File: src/sv/framed_packet_crc_deframer_top_macros.svh
// Assertion macros used by the deframer controller RTL.
`ifndef FRAMED_PACKET_CRC_DEFRAMER_TOP_MACROS_SVH
`define FRAMED_PACKET_CRC_DEFRAMER_TOP_MACROS_SVH
`ifndef SYNTH
// Checked only out of reset.
`define FPCD_ASSERT(lbl, clk, rst_n, prop, msg) \
    lbl: assert property (@(posedge clk) disable iff (!rst_n) prop) else $error(msg);
// Checked on every edge, reset included.
`define FPCD_ASSERT_ALWAYS(lbl, clk, prop, msg) \
    lbl: assert property (@(posedge clk) prop) else $error(msg);
`else
`define FPCD_ASSERT(lbl, clk, rst_n, prop, msg)
`define FPCD_ASSERT_ALWAYS(lbl, clk, prop, msg)
`endif
`endif

File: src/sv/fpcd_pkg.sv
// Shared types, constants and the CRC-16 step function of the deframer.
package fpcd_pkg;

    localparam logic [7:0]  SYNC_BYTE_1   = 8'h7F;
    localparam logic [7:0]  SYNC_BYTE_2   = 8'hFE;
    localparam logic [15:0] CRC_POLY      = 16'hA001;
    localparam logic [15:0] CRC_INIT      = 16'h0000;
    localparam int          MAX_PAYLOAD_D = 32;
    localparam int          RESULT_CAP    = 32;
    localparam logic [5:0]  MAX_LEN_RST   = 6'd32;

    typedef enum logic [3:0] {
        S_HUNT,
        S_SYNC2,
        S_TYPE,
        S_LEN,
        S_DATA,
        S_CRC1,
        S_CRC2,
        S_RD,
        S_OUT
    } t_state;

    typedef struct packed {
        logic frame_start;
        logic ld_type;
        logic ld_len;
        logic wr_data;
        logic ld_crc_lo;
        logic k_clr;
        logic k_inc;
        logic rd_en;
    } t_dp_cmd;

    typedef struct packed {
        logic is_sync1;
        logic is_sync2;
        logic len_ok;
        logic len_zero;
        logic fill_done;
        logic crc_match;
        logic frame_empty;
        logic k_last;
    } t_dp_sts;

    // One byte through the reflected CRC-16 (poly 0xA001), LSB first.
    function automatic logic [15:0] crc_feed(input logic [15:0] crc, input logic [7:0] b);
        logic [15:0] c;
        c = crc ^ {8'h00, b};
        for (int k = 0; k < 8; k++) begin
            c = c[0] ? ((c >> 1) ^ CRC_POLY) : (c >> 1);
        end
        return c;
    endfunction

endpackage

File: src/sv/fpcd_ram.sv
// Generic single-port-write, single-port-read RAM with registered read data.
module fpcd_ram #(
    parameter int WIDTH = 8,
    parameter int DEPTH = 32,
    localparam int AW = (DEPTH > 1) ? $clog2(DEPTH) : 1
) (
    input  logic             i_clk,
    input  logic             i_we,
    input  logic [AW-1:0]    i_waddr,
    input  logic [WIDTH-1:0] i_wdata,
    input  logic             i_re,
    input  logic [AW-1:0]    i_raddr,
    output logic [WIDTH-1:0] o_rdata
);

    logic [WIDTH-1:0] r_mem [DEPTH];
    logic [WIDTH-1:0] r_rdata;

    always_ff @(posedge i_clk) begin
        if (i_we) begin
            r_mem[i_waddr] <= i_wdata;
        end
        if (i_re) begin
            r_rdata <= r_mem[i_raddr];
        end
    end

    assign o_rdata = r_rdata;

endmodule

File: src/sv/fpcd_datapath.sv
// Deframer datapath: frame fields, CRC accumulator, payload store and replay index.
module fpcd_datapath
    import fpcd_pkg::*;
#(
    parameter int MAX_PAYLOAD = MAX_PAYLOAD_D
) (
    input  logic       i_clk,
    input  logic       i_rst_n,
    input  logic       i_cfg_we,
    input  logic [5:0] i_cfg_data,
    input  logic [7:0] i_rx_byte,
    input  t_dp_cmd    i_cmd,
    output t_dp_sts    o_sts,
    output logic [7:0] o_packet_type,
    output logic [5:0] o_payload_len,
    output logic [4:0] o_byte_index,
    output logic [7:0] o_payload_byte,
    output logic       o_last
);

    localparam int         AW  = (MAX_PAYLOAD > 1) ? $clog2(MAX_PAYLOAD) : 1;
    localparam int         CAP = (MAX_PAYLOAD < RESULT_CAP) ? MAX_PAYLOAD : RESULT_CAP;
    localparam logic [5:0] CAP_LEN = 6'(CAP);

    logic [5:0]  r_max_len;
    logic [7:0]  r_frame_type;
    logic [5:0]  r_frame_len;
    logic [5:0]  r_fill;
    logic [7:0]  r_crc_lo;
    logic [15:0] r_crc;
    logic [4:0]  r_k;

    logic [5:0]  limit;
    logic [5:0]  fill_nxt;
    logic [5:0]  k_nxt;
    logic [6:0]  fill_ext;
    logic [6:0]  k_ext;
    logic [15:0] crc_nxt;
    logic [7:0]  rdata;

    assign limit    = (r_max_len > CAP_LEN) ? CAP_LEN : r_max_len;
    assign fill_nxt = r_fill + 6'd1;
    assign k_nxt    = {1'b0, r_k} + 6'd1;
    assign fill_ext = {1'b0, r_fill};
    assign k_ext    = {2'b00, r_k};
    assign crc_nxt  = crc_feed(r_crc, i_rx_byte);

    always_ff @(posedge i_clk) begin
        if (!i_rst_n) begin
            r_max_len <= MAX_LEN_RST;
        end else if (i_cfg_we) begin
            r_max_len <= i_cfg_data;
        end
    end

    always_ff @(posedge i_clk) begin
        if (i_cmd.frame_start) begin
            r_frame_type <= 8'h00;
            r_frame_len  <= 6'd0;
            r_fill       <= 6'd0;
            r_crc        <= CRC_INIT;
        end
        if (i_cmd.ld_type) begin
            r_frame_type <= i_rx_byte;
            r_crc        <= crc_nxt;
        end
        if (i_cmd.ld_len) begin
            r_frame_len <= i_rx_byte[5:0];
            r_fill      <= 6'd0;
            r_crc       <= crc_nxt;
        end
        if (i_cmd.wr_data) begin
            r_fill <= fill_nxt;
            r_crc  <= crc_nxt;
        end
        if (i_cmd.ld_crc_lo) begin
            r_crc_lo <= i_rx_byte;
        end
        if (i_cmd.k_clr) begin
            r_k <= 5'd0;
        end else if (i_cmd.k_inc) begin
            r_k <= k_nxt[4:0];
        end
    end

    fpcd_ram #(
        .WIDTH (8),
        .DEPTH (MAX_PAYLOAD)
    ) u_store (
        .i_clk   (i_clk),
        .i_we    (i_cmd.wr_data),
        .i_waddr (fill_ext[AW-1:0]),
        .i_wdata (i_rx_byte),
        .i_re    (i_cmd.rd_en),
        .i_raddr (k_ext[AW-1:0]),
        .o_rdata (rdata)
    );

    always_comb begin
        o_sts.is_sync1    = (i_rx_byte == SYNC_BYTE_1);
        o_sts.is_sync2    = (i_rx_byte == SYNC_BYTE_2);
        o_sts.len_ok      = ({2'b00, limit} >= i_rx_byte);
        o_sts.len_zero    = (i_rx_byte == 8'h00);
        o_sts.fill_done   = (fill_nxt >= r_frame_len);
        o_sts.crc_match   = ({i_rx_byte, r_crc_lo} == r_crc);
        o_sts.frame_empty = (r_frame_len == 6'd0);
        o_sts.k_last      = (k_nxt == r_frame_len) || (r_frame_len == 6'd0);
    end

    assign o_packet_type  = r_frame_type;
    assign o_payload_len  = r_frame_len;
    assign o_byte_index   = r_k;
    assign o_payload_byte = (r_frame_len == 6'd0) ? 8'h00 : rdata;
    assign o_last         = o_sts.k_last;

endmodule

File: src/sv/fpcd_ctrl.sv
// Deframer controller: parse phases, CRC verdict and payload replay sequencing.
module fpcd_ctrl
    import fpcd_pkg::*;
(
    input  logic    i_clk,
    input  logic    i_rst_n,
    input  logic    i_rx_valid,
    output logic    o_rx_ready,
    output logic    o_out_valid,
    input  logic    i_out_ready,
    input  t_dp_sts i_sts,
    output t_dp_cmd o_cmd
);

`include "framed_packet_crc_deframer_top_macros.svh"

    t_state r_state;
    t_state n_state;
    logic   rx_acc;
    logic   out_acc;

    always_ff @(posedge i_clk) begin
        if (!i_rst_n) begin
            r_state <= S_HUNT;
        end else begin
            r_state <= n_state;
        end
    end

    assign o_rx_ready  = (r_state != S_RD) && (r_state != S_OUT);
    assign o_out_valid = (r_state == S_OUT);
    assign rx_acc      = i_rx_valid && o_rx_ready;
    assign out_acc     = o_out_valid && i_out_ready;

    always_comb begin
        n_state = r_state;
        o_cmd   = '0;
        case (r_state)
            S_HUNT: begin
                if (rx_acc && i_sts.is_sync1) begin
                    n_state = S_SYNC2;
                end
            end
            S_SYNC2: begin
                if (rx_acc) begin
                    if (i_sts.is_sync2) begin
                        o_cmd.frame_start = 1'b1;
                        n_state = S_TYPE;
                    end else if (!i_sts.is_sync1) begin
                        n_state = S_HUNT;
                    end
                end
            end
            S_TYPE: begin
                if (rx_acc) begin
                    o_cmd.ld_type = 1'b1;
                    n_state = S_LEN;
                end
            end
            S_LEN: begin
                if (rx_acc) begin
                    if (!i_sts.len_ok) begin
                        n_state = S_HUNT;
                    end else begin
                        o_cmd.ld_len = 1'b1;
                        n_state = i_sts.len_zero ? S_CRC1 : S_DATA;
                    end
                end
            end
            S_DATA: begin
                if (rx_acc) begin
                    o_cmd.wr_data = 1'b1;
                    if (i_sts.fill_done) begin
                        n_state = S_CRC1;
                    end
                end
            end
            S_CRC1: begin
                if (rx_acc) begin
                    o_cmd.ld_crc_lo = 1'b1;
                    n_state = S_CRC2;
                end
            end
            S_CRC2: begin
                if (rx_acc) begin
                    if (i_sts.crc_match) begin
                        o_cmd.k_clr = 1'b1;
                        n_state = i_sts.frame_empty ? S_OUT : S_RD;
                    end else begin
                        n_state = S_HUNT;
                    end
                end
            end
            S_RD: begin
                o_cmd.rd_en = 1'b1;
                n_state = S_OUT;
            end
            S_OUT: begin
                if (out_acc) begin
                    if (i_sts.k_last) begin
                        n_state = S_HUNT;
                    end else begin
                        o_cmd.k_inc = 1'b1;
                        n_state = S_RD;
                    end
                end
            end
            default: begin
                n_state = S_HUNT;
            end
        endcase
    end

    `FPCD_ASSERT(a_no_rx_during_replay, i_clk, i_rst_n, !(o_rx_ready && o_out_valid), "rx ready while replaying")
    `FPCD_ASSERT(a_bad_crc_drops, i_clk, i_rst_n, (r_state == S_CRC2 && rx_acc && !i_sts.crc_match) |=> (r_state == S_HUNT), "bad CRC did not drop frame")
    `FPCD_ASSERT(a_last_ends_frame, i_clk, i_rst_n, (out_acc && i_sts.k_last) |=> (r_state == S_HUNT), "replay ran past last")
    `FPCD_ASSERT(a_read_before_out, i_clk, i_rst_n, o_cmd.rd_en |=> o_out_valid, "store read not followed by result")
    `FPCD_ASSERT(a_store_write_in_data, i_clk, i_rst_n, o_cmd.wr_data |-> (r_state == S_DATA && rx_acc), "store written outside payload phase")

endmodule

File: src/sv/framed_packet_crc_deframer_top.sv
// After a frame's last CRC byte is accepted, a store read in S_RD precedes its first result in S_OUT;
// for an empty payload the controller goes straight to S_OUT.
// Throughput: one received byte per cycle while parsing; each replayed result needs a store read in S_RD
// before S_OUT, set by the registered read of the payload store; no byte is taken during replay.
// Reset (synchronous, active low) returns to sync hunt and sets the length limit to 32.
// The payload store is not cleared; only entries of the current frame are ever read.
module framed_packet_crc_deframer_top
    import fpcd_pkg::*;
#(
    parameter int MAX_PAYLOAD = MAX_PAYLOAD_D
) (
    input  logic       i_clk,
    input  logic       i_rst_n,
    input  logic       i_cfg_we,
    input  logic [5:0] i_cfg_data,
    input  logic       i_rx_valid,
    output logic       o_rx_ready,
    input  logic [7:0] i_rx_byte,
    output logic       o_out_valid,
    input  logic       i_out_ready,
    output logic [7:0] o_packet_type,
    output logic [5:0] o_payload_len,
    output logic [4:0] o_byte_index,
    output logic [7:0] o_payload_byte,
    output logic       o_last
);

    t_dp_cmd cmd;
    t_dp_sts sts;

    fpcd_ctrl u_ctrl (
        .i_clk       (i_clk),
        .i_rst_n     (i_rst_n),
        .i_rx_valid  (i_rx_valid),
        .o_rx_ready  (o_rx_ready),
        .o_out_valid (o_out_valid),
        .i_out_ready (i_out_ready),
        .i_sts       (sts),
        .o_cmd       (cmd)
    );

    fpcd_datapath #(
        .MAX_PAYLOAD (MAX_PAYLOAD)
    ) u_dp (
        .i_clk          (i_clk),
        .i_rst_n        (i_rst_n),
        .i_cfg_we       (i_cfg_we),
        .i_cfg_data     (i_cfg_data),
        .i_rx_byte      (i_rx_byte),
        .i_cmd          (cmd),
        .o_sts          (sts),
        .o_packet_type  (o_packet_type),
        .o_payload_len  (o_payload_len),
        .o_byte_index   (o_byte_index),
        .o_payload_byte (o_payload_byte),
        .o_last         (o_last)
    );

endmodule
File: config.mk
export PLATFORM = sky130hd
export DESIGN_NAME = framed_packet_crc_deframer_top
export DESIGN_NICKNAME = d
export VERILOG_FILES = /design/src/sv/fpcd_pkg.sv /design/src/sv/fpcd_ram.sv /design/src/sv/fpcd_datapath.sv /design/src/sv/fpcd_ctrl.sv /design/src/sv/framed_packet_crc_deframer_top.sv
export VERILOG_INCLUDE_DIRS = /design/src /design/src/sv
export SDC_FILE = /design/constraint.sdc
export NUM_CORES = 1
export LEC_CHECK = 0
export BUFFER_PORTS_ARGS = -buffer_cell sky130_fd_sc_hd__buf_2
export CAP_MARGIN = 20
export CORE_ASPECT_RATIO = 0.9
export CORE_MARGIN = 3
export CORE_UTILIZATION = 30
export DETAILED_ROUTE_END_ITERATION = 8
export GPL_TIMING_DRIVEN = 0
export PLACE_DENSITY = 0.52
export SLEW_MARGIN = 20
export SYNTH_ARGS = -nofsm -noshare
export SYNTH_HDL_FRONTEND = slang
export SYNTH_HIERARCHICAL = 1
export SYNTH_SLANG_ARGS = --single-unit
File: constraint.sdc
create_clock -name i_clk -period 5.1 [get_ports i_clk]
set_clock_uncertainty 0.1 [all_clocks]
set_input_delay 1.02 -clock i_clk [delete_from_list [all_inputs] [get_ports i_clk]]
set_output_delay 1.02 -clock i_clk [all_outputs]
set_load 0.005 [all_outputs]
Word level (Yosys, flattened, before mapping)

Memory sizes are Yosys's and may differ from the RTL's. A register that Yosys moved wholly into a read port is not among the register bits.
Index checks and enable logic that the tools add are counted.

Reductions and logical operators: 13
Mux-type cells: 56
$add $sub $neg: 2
Equal/unequal tests: 24
Magnitude comparators: 3
Bitwise logic cells: 9

Operators with widths:

| operator            | number |
|---|---|
| $mux 16             | 12 |
| $mux 4              | 14 |
| $pmux 4 s9          | 1 |
| $mux 6              | 5 |
| $mux 8              | 3 |
| $not 2->3           | 8 |
| $mux 1              | 20 |
| $eq 16x16->1        | 1 |
| $eq 4x3->1 const B  | 4 |
| $xor 16x8->16       | 1 |
| $ne 2x1->1 const B  | 7 |
| $reduce_and 10->1   | 1 |
| $eq 4x2->1 const B  | 2 |
| $eq 8x7->1 const B  | 1 |
| $eq 8x8->1 const B  | 1 |
| $ge 6x8->1          | 1 |
| $logic_not 8->1     | 1 |
| $add 5x1->6 const B | 1 |
| $add 6x1->6 const B | 1 |
| $eq 6x6->1          | 1 |
| $ge 6x6->1          | 1 |
| $gt 6x6->1 const B  | 1 |
| $logic_not 6->1     | 1 |
| $eq 4x1->1 const B  | 1 |
| 12 further kinds    | 17 |

RAM bits: 256
Register bits after elaboration: 59
Memories: 1

Memory list:

| memory             | words | width | read ports | clocked after Yosys merged registers in | write ports | RTL line       | text |
|---|---|---|---|---|---|---|---|
| u_dp.u_store.r_mem | 32    | 8     | 1          | 1                                       | 1           | fpcd_ram.sv:16 | `logic [WIDTH-1:0] r_mem [DEPTH];` |

Logic depth before layout (Yosys ltp)

Gate-level depths: netlist (run 1).

Depth in word-level cells: 20
Mapped depth: 13

Hierarchy

Netlist (run 1), hierarchy kept.

By module, submodules not included:

| module        | area an instance (um2) | cells each | seq. area each (um2) | instances |
|---|---|---|---|---|
| fpcd_ram      | 10133.5                | 417        | 7927.6               | 1 |
| fpcd_datapath | 2996.6                 | 255        | 1541.5               | 1 |
| fpcd_ctrl     | 444.2                  | 59         | 80.1                 | 1 |

Least setup slack after synthesis (run 1)

No wires, ideal clock.

Path kind: in2reg
Start point: input i_rx_byte[0]
End point: register u_dp.r_crc[0], enable pin
Path slack: 1.382 ns
Data arrival time: 3.243 ns
Stages: 11
Required time: 4.625 ns
Cell sequence: ha_1 -> nand2b_1 -> a21o_1 -> a21oi_1 -> nor2b_1 -> o21ai_0 -> a2111oi_0 -> nand3_1 -> nor2_1 -> nor3_1 -> nand2b_1

RTL lines:

| what                   | RTL line                             | text |
|---|---|---|
| start: declaration     | framed_packet_crc_deframer_top.sv:18 | `input logic [7:0] i_rx_byte,` |
| end signal: assignment | fpcd_datapath.sv:65                  | `r_crc <= crc_nxt;` |
| end signal: assignment | fpcd_datapath.sv:70                  | `r_crc <= crc_nxt;` |
| end signal: assignment | fpcd_datapath.sv:74                  | `r_crc <= crc_nxt;` |
| end: declaration       | fpcd_datapath.sv:30                  | `logic [15:0] r_crc;` |

==> metrics, run 1 <==
Design Area, Final roughly 16000 sq um; static leakage between 5 and 6 nW; first-pass GRT wire length 45630 um; status completed; reg2reg path depth 12; via count 6773; Post-synth ARST share 0%; CTS tree done; # rows between 70 and 80; setup bufs post-CTS 0; most frequent cells after synthesis edfxtp_1, mux4_2, nor2_1; Hold WC Path Type reg -> reg; post-layout util roughly 35%; vias in the first global route around 7000; GRT overflow 0; CP Max Fanout 41; drt wl/cell 20.96 um; CP Class in -> reg; cell with the most instances after synthesis edfxtp_1; worst skew pair latency 570 ps; worst vdd ir 0.2173 mV; GRT Total Usage between 10% and 20%; FF-to-FF setup slack around 1300 ps; FMAX roughly 220 MHz; RSZ-0062 raised after global routing no; Critical Path Sink u_dp/r_crc[15]; clk sinks ~320; Final Slew Violations 0; GPL Wtd Cong roughly 0.77; Crit. Startpoint i_rx_byte[0]; register area 9549 sq um; Power Density between 300 and 400 nW/um^2; Yosys warnings 6; Worst R2R Start u_dp/r_max_len[5]; Mapped Cells 731; Yosys cell types 53; I/O pins 49; final hold violation count 0; post-synth top area share 68.14%; pin count of the biggest net entering global routing 42; crit path DAT 4610 ps; Synth Cell Area 13570 sq um; final setup vio count 0; # fillers 4208; Tcrit/Tclk final 88.59%; Clock Tree Buf Depth 3; DRT iter0 DRCs between 400 and 500; H-tree depth 1; P&R area growth vs syn 15.76%; antenna viol nets, final 0; Max transition margin 28.40%; Tmin final 4518 ps; Post-Syn Nets 764; MaxCap Viol Count 0; ys flop type edfxtp_1; Buffers on Ports 47; router iterations before antenna repair 4; total CTS buffers 31; core area roughly 44000 sq um; Starting Density 30.58%; number of enable flip-flop cells after synthesis 308; Critical Path RT 5190 ps; Clock Pin Slew Worst Setup and Hold Paths 60 ps; Nets 844; final wirelength between 30000 and 40000 um; post-detail-place hpwl 19730 um; #FFs+latches synth 323; drt drc 0; vias per std cell approximately 4.7; Die ar. 47840 sq um; multi-input logic area 3814 sq um; worst flop-to-flop path endpoint u_dp/r_crc[15]; Synth area leaders edfxtp_1, mux4_2, xnor2_1; Least-Margin Pin Slew 1070 ps; placed cell area 14570 sq um; Mean Syn Cell Area 18.57 sq um; die height just over 200 um; area leader, netlist edfxtp_1; initial antenna violation count 1; Seq/Total Area, Yosys 70.35%; clk root buf clkbuf_16; share of cells above drive strength 1 26.67%; die width 230.2 um; crit end category flip-flop; CP Launch Type input port
cell usage in the layout, fill, tap and decap left out, types with 8 or more instances in the layout:
cell type	n
clkbuf_1	13
nor2_1	60
xor2_1	8
nand3_1	10
mux4_2	80
buf_4	9
nand4_1	9
nor2b_1	17
and2_1	25
dfxtp_1	15
buf_2	48
edfxtp_1	308
xnor2_1	40
mux2i_1	10
clkbuf_16	32
ha_1	14
nand2_1	10
clkinv_2	10
mux2_2	8
inv_1	16
state kept, by name, summed over array words and instances (netlist names):
register,cells
u_dp/u_store/r_mem,256
u_dp/r_crc_lo,8
u_dp/o_byte_index,5
u_dp/r_max_len,6
u_ctrl/r_state,4
u_dp/u_store/o_rdata,8
u_dp/o_packet_type,8
u_dp/r_crc,16
u_dp/o_payload_len,6
u_dp/r_fill,6
where the power goes:
part	internal, W	total (W)	switching (W)
clock	0.00153	0.00253	0.000995
combinational	0.0000980	0.000220	0.000122
sequential	0.00290	0.00290	0.00000407
total	0.00453	0.00565	0.00112
per-layer routing:
layer | vias to the layer above | track usage [%] | wire length [um]
li1 | 3049 | - | -
met1 | 3542 | 18.79 | 14620
met2 | 149 | 19.38 | 13520
met3 | 33 | 2.387 | 1429
met4 | 0 | 2.365 | 545
met5 | - | 0 | 0
worst max-delay path: stages:
cell and delay (ps):
buf_2 700, ha_1 360, nand2b_1 140, a21o_1 180
a21oi_1 160, nor2b_1 60, o21ai_0 130, a2111oi_0 200
nand3_1 160, nor2_1 120, nor3_1 870, nand2b_2 500
layout make-up:
type	count	share of cell area [%]
repair buffers	47	1.497
clock buffers	36	5.319
well taps	600	4.777
inverters	16	0.3822
multi-input cells	363	24.27
plain buffers	29	1.011
diodes	1	0.01592
flip-flops and latches	323	60.77
clock inverters	22	1.959
how the worst min path moves through the flow:
| stage | endpoint | slack, ps | start | cells past startpoint |
|---|---|---|---|---|
| after CTS | u_dp/r_max_len[1] | 410 | u_dp/r_max_len[1] | 2 |
| final | u_dp/r_max_len[1] | 410 | u_dp/r_max_len[1] | 2 |
| after global placement | u_dp/r_max_len[2] | 390 | u_dp/r_max_len[2] | 2 |
| after global routing | u_dp/r_max_len[3] | 450 | u_dp/r_max_len[3] | 2 |
| after detailed placement | u_dp/r_max_len[1] | 390 | u_dp/r_max_len[1] | 2 |
| after floorplan | u_dp/r_max_len[1] | 370 | u_dp/r_max_len[1] | 2 |
stage by stage:
step / hold slack [ps] / total power [W] / TNS [ps] / instances / setup slack [ps]
after floorplan: 374.2 / 0.003095 / 0 / 731 / 1382
after global placement: 391.2 / 0.003185 / -6596 / 1378 / -412.7
after detailed placement: 393.6 / 0.003186 / -5956 / 1378 / -372.7
after CTS: 412.2 / 0.005732 / 0 / 1436 / 232.5
after global routing: 448.9 / 0.005844 / 0 / 1436 / 171.3
final: 405.7 / 0.005653 / 0 / 1437 / 582.1
timing repair:
item	in CTS	in global routing
setup endpoints to repair	0	16
gates resized for setup	0	1
endpoints found under the hold margin	0	0
hold buffers	0	0
kinds of logic (layout without fill, tap and decap cells):
logic type / after synthesis / after routing / share of synthesized area, %
AO/OA/AOI/OAI: 26 / 26 / 1.429
XOR/XNOR: 53 / 53 / 3.807
adder cells (fa/ha/maj): 14 / 14 / 1.290
buffers and inverters: 45 / 150 / 1.613
flip-flops: 323 / 323 / 70.35
multiplexers: 98 / 98 / 14.67
other: 0 / 1 / 0
AND/OR/NAND/NOR: 172 / 172 / 6.839
No activity file was read; power rests on OpenSTA's default activity.
==> run 2: changes to the inputs <==
BUFFER_PORTS_ARGS = -buffer_cell sky130_fd_sc_hd__clkbuf_2   (was -buffer_cell sky130_fd_sc_hd__buf_2)
==> run 2 against run 1 <==
Effect of this change:
- worst hold slack better by 8.4 ps
- register-to-register slack better by 90 ps
- cell count shrank 0.14%
- sequential power hardly changed
- clock-buffer cell count is 5 higher
- combinational power hardly changed
- die area unchanged
- sequential cell count unchanged
- power down 4.0%
- utilization is 0.30 points lower
- routed wire length up 0.40%
==> metrics, run 2 (same netlist as run 1, synthesis figures left out) <==
final std cells w/o fill 1435; Die ar. 47840 sq um; CP Max Fanout 41; Clock Tree Buf Depth 3; commonest cells after routing, fill and taps aside edfxtp_1, mux4_2, nor2_1; Power Density between 300 and 400 nW/um^2; # rows 73; Critical Path RT 5180 ps; Final Total Pwr between 0.005 and 0.006 W; first-pass GRT wire length 45010 um; Tcrit/Tclk final 88.09%; CP Launch Type input port; reg2reg path depth 12; Nets roughly 840; final hold violation count 0; clk root buf clkbuf_16; final setup vio count 0; via count roughly 6800; drt drc 0; Placement Setup Slack -446.7 ps; GRT overflow 0; Clock Pin Slew Worst Setup and Hold Paths ~60 ps; router iterations before antenna repair 5; vias per std cell 4.729; die width 230.2 um; status completed; GRT Total Usage between 10% and 20%; CTS tree done; H-tree depth 1; Worst R2R Start u_dp/r_max_len[5]; CP cell instances clkbuf_2 -> ha_1 -> nand2b_1 -> a21o_1 -> a21oi_1 -> nor2b_1 -> o21ai_0 -> a2111oi_0 -> nand3_1 -> nor2_1 -> nor3_1 -> nand2b_2; drt wl/cell 21.07 um; P&R area growth vs syn 14.78%; Max transition margin between 20 and 30%; MaxCap Viol Count 0; worst skew pair latency ~570 ps; total CTS buffers 31; vias in the first global route slightly below 7000; # fillers roughly 4300; max reg flops roughly 260; post-layout util a little over a third; antenna viol nets, final 0; Final Slew Violations 0; crit end category flip-flop; die height 207.8 um; worst stage delay on the critical path approximately 840 ps; setup TNS 0 ps; Least-Margin Pin Slew 1061 ps; Hold Path Stages 2; PnR worst setup slack 607.3 ps; core area 44390 sq um; pin count of the biggest net entering global routing 42; worst flop-to-flop path endpoint u_dp/r_crc[6]; Tmin final 4493 ps; clk sinks 323; dpl cells 1378; CP Class in -> reg; crit path DAT 4580 ps; Hold Buf Count CTS 0; RSZ-0062 raised after global routing no; most common cell after layout, fill and taps aside edfxtp_1; share of cells above drive strength 1 25.15%; Starting Density between 30% and 40%; slowest CP cell nor3_1; Largest Register u_dp/u_store/r_mem; biggest regs u_dp/u_store/r_mem: 256 flops, u_dp/r_crc: 16 flops; initial antenna violation count 0; Antenna Cells 0; FMAX about 220 MHz; Hold WC Path Type reg -> reg; final wirelength 30230 um; Endpoint, Worst Hold u_dp/r_max_len[2]; GPL Wtd Cong 0.7711; post-detail-place hpwl 19810 um; DRT iter0 DRCs 566; min-delay src u_dp/r_max_len[2]; I/O pins 49; Buffers on Ports between 40 and 50; static leakage around 4.9 nW; worst vdd ir 0.1955 mV; FF-to-FF setup slack 1380 ps
run 2: changes by cell type in the layout (fill, tap and decap cells not counted):
cell / delta
clkbuf_2: +46
clkinv_1: +6
inv_16: -1
inv_6: +1
clkinv_2: -8
clkbuf_1: +6
clkbuf_16: -1
clkinv_4: -1
bufinv_16: -3
diode_2: -1
buf_2: -46
run 2: where the power goes:
group	internal [W]	switching, W	total [W]
Combinational	0.0000978	0.000122	0.000219
Clock	0.00134	0.000955	0.00230
Sequential	0.00290	0.00000407	0.00290
Total	0.00434	0.00108	0.00542
run 2: layer usage:
metal	GRT usage, %	share of wire (%)
met1	18.51	48
met2	19.27	45
met3	2.813	5.7
met4	1.956	1.3
met5	0	0
run 2: through the flow:
step | instance area, sq um | hold slack, ps
CTS | 15580 | 416.9
global placement | 14560 | 390.8
global route | 15580 | 450.9
finish | 15580 | 414.1
detailed placement | 14570 | 398.4
floorplan | 13570 | 374.2
run 2: worst max-delay path, delay by kind of cell:
family	cells	cell delay, ps
AND/OR/NAND/NOR	6	1790
buffers and inverters	1	730
AO/OA/AOI/OAI	4	650
adder cells (fa/ha/maj)	1	360
run 2: worst max-delay path by stage:
stage               depth (start not counted)       endpoint  slack [ps]          from
CTS                                        12  u_dp/r_crc[0]         140  i_rx_byte[1]
detailed placement                         12  u_dp/r_crc[3]        -450  i_rx_byte[1]
global placement                           12  u_dp/r_crc[2]        -500  i_rx_byte[1]
global route                               12  u_dp/r_crc[7]         200  i_rx_byte[1]
finish                                     12  u_dp/r_crc[6]         610  i_rx_byte[0]
floorplan                                  11  u_dp/r_crc[0]        1380  i_rx_byte[0]
run 2: area by class of cell:
cell class | count | area, sq um | area share, %
clock buffer | 41 | 833.3 | 5.348
inverter | 16 | 60.06 | 0.3854
clock inverter | 16 | 180.2 | 1.156
buffer | 29 | 158.9 | 1.020
timing repair buffer | 47 | 235.2 | 1.510
multi-input combinational | 363 | 3814 | 24.48
tap | 600 | 750.7 | 4.818
sequential | 323 | 9549 | 61.29
run 2: timing repair:
action / 4_1_cts / 5_1_grt
gates resized for setup: 0 / 2
setup endpoints to repair: 0 / 16
setup buffers: 0 / 0
